==> src/pbc_pkg.sv <==
// Package for the palette blend pixel compositor: item types, operation and
// blend-mode codes, and the per-channel blend helper functions.
// No dependencies.
`default_nettype none

package pbc_pkg;

  // Input item and result item
  typedef struct packed {
    logic        req_type;
    logic        src_indexed;
    logic [7:0]  src_index;
    logic [23:0] src_color;
    logic [23:0] base_color;
  } pbc_in_t;

  typedef struct packed {
    logic [23:0] out_color;
    logic        write_enable;
  } pbc_out_t;

  // Request type codes
  localparam logic REQ_PIXEL     = 1'b0;
  localparam logic REQ_PAL_WRITE = 1'b1;

  // Configuration register indexes
  localparam logic [1:0] CFG_OPERATION  = 2'd0;
  localparam logic [1:0] CFG_BLEND_MODE = 2'd1;
  localparam logic [1:0] CFG_FILL_COLOR = 2'd2;

  // Operation codes
  localparam logic [1:0] OP_COPY      = 2'd0;
  localparam logic [1:0] OP_TRANSP    = 2'd1;
  localparam logic [1:0] OP_COMPOSITE = 2'd2;
  localparam logic [1:0] OP_FILL      = 2'd3;

  // Blend mode codes (0..99 are alpha percent)
  localparam logic [6:0] MODE_OPAQUE = 7'd100;
  localparam logic [6:0] MODE_SUB    = 7'd101;
  localparam logic [6:0] MODE_ADD    = 7'd102;

  localparam logic [7:0] PCT_SCALE = 8'd100;
  localparam logic [7:0] CHAN_MAX  = 8'd255;

  // Divide by 100 as multiply by ceil(2^22/100), exact for products up to 255*155 as formed here
  localparam logic [31:0] DIV_RECIP = 32'd41944;
  localparam int          DIV_SHIFT = 22;

  localparam logic [6:0] MODE_RESET = MODE_OPAQUE;

  // Per-channel blend kind
  typedef enum logic [2:0] {
    KIND_PASS,
    KIND_ALPHA_DN,
    KIND_ALPHA_UP,
    KIND_SUB,
    KIND_ADD,
    KIND_SCALE,
    KIND_BRIGHT
  } pbc_kind_t;

  typedef struct packed {
    pbc_kind_t   kind;
    logic [15:0] prod;
    logic [7:0]  d;
    logic [7:0]  s;
  } pbc_chan_t;

  // First half of a channel blend: pick the rule and form the product
  function automatic pbc_chan_t chan_prep(input logic [6:0] mode,
                                          input logic [7:0] d,
                                          input logic [7:0] s);
    pbc_chan_t  c;
    logic [7:0] a;
    logic [7:0] b;
    c.d  = d;
    c.s  = s;
    a    = '0;
    b    = '0;
    if (mode == MODE_OPAQUE) begin
      c.kind = KIND_PASS;
    end else if (mode < MODE_OPAQUE) begin
      c.kind = (d < s) ? KIND_ALPHA_UP : KIND_ALPHA_DN;
      a      = (d < s) ? (s - d) : (d - s);
      b      = {1'b0, mode};
    end else if (mode == MODE_SUB) begin
      c.kind = KIND_SUB;
    end else if (mode == MODE_ADD) begin
      c.kind = KIND_ADD;
    end else if (s <= PCT_SCALE) begin
      c.kind = KIND_SCALE;
      a      = d;
      b      = s;
    end else begin
      c.kind = KIND_BRIGHT;
      a      = CHAN_MAX - d;
      b      = s - PCT_SCALE;
    end
    c.prod = {8'h00, a} * {8'h00, b};
    return c;
  endfunction

  // Second half: divide the product by 100 and combine with the base
  function automatic logic [7:0] chan_fin(input pbc_chan_t c);
    logic [31:0] full;
    logic [8:0]  q;
    logic [9:0]  sum;
    logic [7:0]  r;
    full = {16'h0000, c.prod} * DIV_RECIP;
    q    = full[DIV_SHIFT +: 9];
    sum  = '0;
    case (c.kind)
      KIND_PASS:     r = c.s;
      KIND_ALPHA_DN: r = c.d - q[7:0];
      KIND_ALPHA_UP: r = c.d + q[7:0];
      KIND_SUB:      r = (c.d >= c.s) ? (c.d - c.s) : 8'h00;
      KIND_ADD: begin
        sum = {2'b00, c.d} + {2'b00, c.s};
        r   = (sum > {2'b00, CHAN_MAX}) ? CHAN_MAX : sum[7:0];
      end
      KIND_SCALE:    r = q[7:0];
      KIND_BRIGHT: begin
        sum = {2'b00, c.d} + {1'b0, q};
        r   = (sum > {2'b00, CHAN_MAX}) ? CHAN_MAX : sum[7:0];
      end
      default:       r = c.s;
    endcase
    return r;
  endfunction

  // Palette port request
  typedef struct packed {
    logic        rd_en;
    logic        wr_en;
    logic [7:0]  index;
    logic [23:0] wdata;
  } pbc_pal_req_t;

  // Pixel leaving the lookup stage toward the blend stages
  typedef struct packed {
    logic [6:0]  mode;
    logic [23:0] dst;
    logic [23:0] src;
    logic        we;
  } pbc_s1_t;

endpackage

`default_nettype wire

==> src/pbc_blend.sv <==
// Two-stage channel blend: product stage, then divide-by-100 and combine into
// the output register. Elastic valid/stall per stage. Uses pbc_pkg.
`default_nettype none

module pbc_blend (
  input  wire logic             clk,
  input  wire logic             rst_n,
  input  wire logic             s1_valid,
  input  wire pbc_pkg::pbc_s1_t s1,
  output logic                  s1_ready,
  output logic                  out_valid,
  input  wire logic             out_stall,
  output pbc_pkg::pbc_out_t     out_data
);

  pbc_pkg::pbc_chan_t prep [3];
  pbc_pkg::pbc_chan_t s2_chan_r [3];
  logic [7:0]         fin [3];
  logic               s2_v_r;
  logic               s2_v_nxt;
  logic               s2_we_r;
  logic               out_v_r;
  logic               out_v_nxt;
  pbc_pkg::pbc_out_t  out_data_r;
  logic               rdy2;
  logic               rdy3;

  for (genvar ch = 0; ch < 3; ch++) begin : g_chan
    assign prep[ch] = pbc_pkg::chan_prep(s1.mode, s1.dst[8*ch +: 8], s1.src[8*ch +: 8]);
    assign fin[ch]  = pbc_pkg::chan_fin(s2_chan_r[ch]);
  end

  // Advance a stage when the one after it is empty or moving
  assign rdy3      = !out_v_r || !out_stall;
  assign rdy2      = !s2_v_r || rdy3;
  assign s1_ready  = rdy2;
  assign s2_v_nxt  = (s1_valid && rdy2) || (s2_v_r && !rdy3);
  assign out_v_nxt = rdy3 ? s2_v_r : out_v_r;

  always_ff @(posedge clk) begin
    if (!rst_n) begin
      s2_v_r  <= 1'b0;
      out_v_r <= 1'b0;
    end else begin
      s2_v_r  <= s2_v_nxt;
      out_v_r <= out_v_nxt;
    end
  end

  always_ff @(posedge clk) begin
    if (s1_valid && rdy2) begin
      for (int ch = 0; ch < 3; ch++) begin
        s2_chan_r[ch] <= prep[ch];
      end
      s2_we_r <= s1.we;
    end
    if (s2_v_r && rdy3) begin
      out_data_r.out_color    <= {fin[2], fin[1], fin[0]};
      out_data_r.write_enable <= s2_we_r;
    end
  end

  assign out_valid = out_v_r;
  assign out_data  = out_data_r;

endmodule

`default_nettype wire

==> config.mk <==
export PLATFORM = sky130hd
export DESIGN_NAME = pbc_blend
export DESIGN_NICKNAME = d
export VERILOG_FILES = /design/src/pbc_pkg.sv /design/src/pbc_blend.sv
export SDC_FILE = /design/constraint.sdc
export NUM_CORES = 2
export LEC_CHECK = 0
export BUFFER_PORTS_ARGS = -buffer_cell sky130_fd_sc_hd__clkbuf_2
export CAP_MARGIN = 10
export CORE_MARGIN = 2
export CORE_UTILIZATION = 35
export CTS_CLUSTER_DIAMETER = 60
export DETAILED_ROUTE_END_ITERATION = 12
export PLACE_DENSITY = 0.59
export SLEW_MARGIN = 20
export SYNTH_ARGS = -nofsm -noshare
export SYNTH_HDL_FRONTEND = slang
export SYNTH_SLANG_ARGS = --single-unit
==> constraint.sdc <==
create_clock -name clk -period 10.3 [get_ports clk]
set_input_delay 1.545 -clock clk [delete_from_list [all_inputs] [get_ports clk]]
set_output_delay 1.545 -clock clk [all_outputs]
set_load 0.05 [all_outputs]
==> metrics.md <==
| Metric | Value |
|---|---|
| Post-route setup TNS | `0 ns` |
| DR vias/cell | `4.99` |
| Post-synth ARST share | `0%` |
| Fin. Hold Viols | `0` |
| GPL Wtd Cong | `0.932` |
| Yosys reg bits | `131` |
| Placed Cells | `4460` |
| Critical path data arrival time | `8.69 ns` |
| Post-CTS Hold Buffers | `0` |
| Xor/xnor cell area share of the yosys netlist | `5.11%` |
| Number of max-cap violations | `0` |
| Num CTS Buffers | `17` |
| IO Pins | `87` |
| Post-Synth Simple-Gate Area | `11.7%` |
| Tmin final | `8.50 ns` |
| Iter 0 DRT Violations | `1324` |
| R2r worst-path depth | `28` |
| Die W | `295 um` |
| DR WL/cell | `16.6 um` |
| Sequential-to-total area share from yosys stat | `13.2%` |
| Grt ovf | `0` |
| Mapped Cells | `3263` |
| Slowest stage cell, crit path | `xnor2_1` |
| Core Rows | `106` |
| Placement Setup Slack | `1.43 ns` |
| Root Buffer | `clkbuf_16` |
| Slowest cell delay on critical path | `0.81 ns` |
| Clk_skew | `0.0113 ns` |
| Top cells by area, synth | `ha_1 24%, fa_1 23%, edfxtp_1 13%` |
| Yosys top cell by area | `ha_1` |
| Max_slew headroom | `20.2%` |
| Crit share post-route | `82.5%` |
| DIE AREA | `87100 um2` |
| Die Span Y | `295 um` |
| Skew-Pair Late Insertion Delay | `0.47 ns` |
| R2r startpoint | `s2_chan_r[0][25]` |
| Fin nets | `4318` |
| CP Capture Type | `register` |
| Kind of critical path | `register to register` |
| Largest net degree at the start of global routing | `55` |
| Post-synthesis mux area share | `0.966%` |
| Slew Viols, Final | `0` |
| Synthesis-to-layout area growth | `8.22%` |
| Detailed Route WL | `74900 um` |
| Clock Sinks | `131` |
| Worst-Margin Slew | `1.19 ns` |
| Min-delay src | `s2_we_r` |
| Startpoint types | `register` |
| Hold Path Stages | `0` |
| 1st-pass router iterations | `5` |
| Clk buf depth | `2` |
| Initial antenna violation count | `6` |
| Hold Path Class | `register to register` |
| Resized cells post-CTS | `0` |
| Largest family of logic cells by synthesized area | `adder cells` |
| Worst-path maximum fanout | `6` |
| Total GRT Usage | `17.7%` |
| Post-synth top flop | `edfxtp_1` |
| Mean Syn Cell Area | `9.09 um2` |
| CP startpoint | `s2_chan_r[0][25]` |
| Warnings, synthesis | `0` |
| Routed vias | `22500` |
| Net Count, Synth | `4235` |
| Post-CTS Setup Inserts | `0` |
| Clock Pin Slew Worst Setup and Hold Paths | `0.07 ns` |
| H-tree levels | `4` |
| Max frequency | `118 MHz` |
| Vias in the first global route | `22900` |
| Outcome | `finished clean` |
| Buffers on Ports | `86` |
| Global-route wire length before repair | `123000 um` |
| Starting Density | `35.4%` |
| WHS | `0.424 ns` |
| Share of cells above drive strength 1 | `5.36%` |
| Final Setup Violations | `0` |
| ANT nets after route | `0` |
| # DRC | `0` |
| CTS tree | `done` |
| Compound-Gate Fraction of Synth Area | `12.6%` |
| Synth top area share | `23.8%` |
| Setup ws final | `1.80 ns` |
| RSZ-0062 raised after global routing | `no` |
| Mapped Area | `29700 um2` |
| Post-Layout Cell Count | `4498` |
| Worst EP required | `10.49 ns` |
| Number of synthesized flops with an enable pin | `129` |
| Synthesized-area fraction occupied by adder cells | `47.3%` |
| Placed wire-length estimate | `64800 um` |
| Core area | `83800 um2` |
| Yosys cell types | `89` |
## per-layer routing
metal  vias to the layer above  wire, um  track usage, %
met5                         -        39               0
li1                      11100         -               -
met3                        81      2700            2.19
met2                       406     34800            29.3
met1                     10900     35600            24.5
met4                         6      1750            4.78
## worst max-delay path: cells and delay by family, from the launching register on
| kind | cells | cell delay, ns |
|---|---|---|
| AO/OA/AOI/OAI | 13 | 2.67 |
| XOR/XNOR | 3 | 1.32 |
| flip-flops | 1 | 0.58 |
| buffers and inverters | 3 | 0.24 |
| AND/OR/NAND/NOR | 1 | 0.05 |
| adder cells (fa/ha/maj) | 8 | 3.33 |
## area by class of cell
class / count / area (um2)
repair buffers: 105 / 593
multi-input cells: 2416 / 23100
well taps: 1134 / 1420
clock buffers: 17 / 425
clock inverters: 15 / 140
diodes: 5 / 12.5
flip-flops and latches: 131 / 3910
inverters: 675 / 2530
fillers: 8560 / 51700
## logic make-up after synthesis
family | count (synthesis)
AND/OR/NAND/NOR | 737
XOR/XNOR | 169
multiplexers | 27
flip-flops | 131
buffers and inverters | 716
AO/OA/AOI/OAI | 571
adder cells (fa/ha/maj) | 912
## state kept, by name (all words and copies together) (netlist names)
signal	cells
s2_chan_r	103
s2_we_r	1
out_data	25
out_valid	1
s2_v_r	1
## placed cells by master, fill, tap and decap left out, types with 50 or more instances in the layout
cell and instances:
inv_1 674, ha_1 564, fa_1 348, nand2_1 240
nor2_1 185, a21oi_1 150, edfxtp_1 129, xnor2_1 116
o21ai_0 103, clkbuf_2 86, nor3_1 74, a21o_1 52
xor2_1 50
## worst paths after layout
check | to | slack (ns)
max | out_data[8] | 1.80
min | out_data[0] | 0.42
max reg2reg | out_data[8] | 1.80
min reg2reg | out_data[0] | 0.42
## metrics by stage
| step | instance area, um2 | util, % |
|---|---|---|
| global placement | 31500 | 37.6 |
| global route | 32100 | 38.3 |
| finish | 32100 | 38.3 |
| CTS | 32100 | 38.3 |
| floorplan | 29700 | - |
| detailed placement | 31500 | 37.6 |
## cell usage after synthesis (all sizes together) (8+ instances only)
library cell	number
nand2b	33
and2	29
o21a	23
and3	20
nand3	45
edfxtp	129
a21boi	16
a21o	52
nand4	17
a221oi	20
o221ai	8
o211ai	16
buf	10
o22ai	12
ha	564
o21ai	122
o31ai	16
o21bai	21
xor2	51
o311ai	9
xnor2	116
mux2i	14
clkbuf	31
nor2b	30
or3	14
nor2	187
mux2	13
a22oi	13
a211oi	11
inv	675
or2	13
nand2	240
nor4	16
nor3	75
fa	348
a21oi	151
a31oi	20
Power is left out: the tool's default activity adds up to more than one toggle a clock period on the data nets, which glitch-free logic cannot reach.
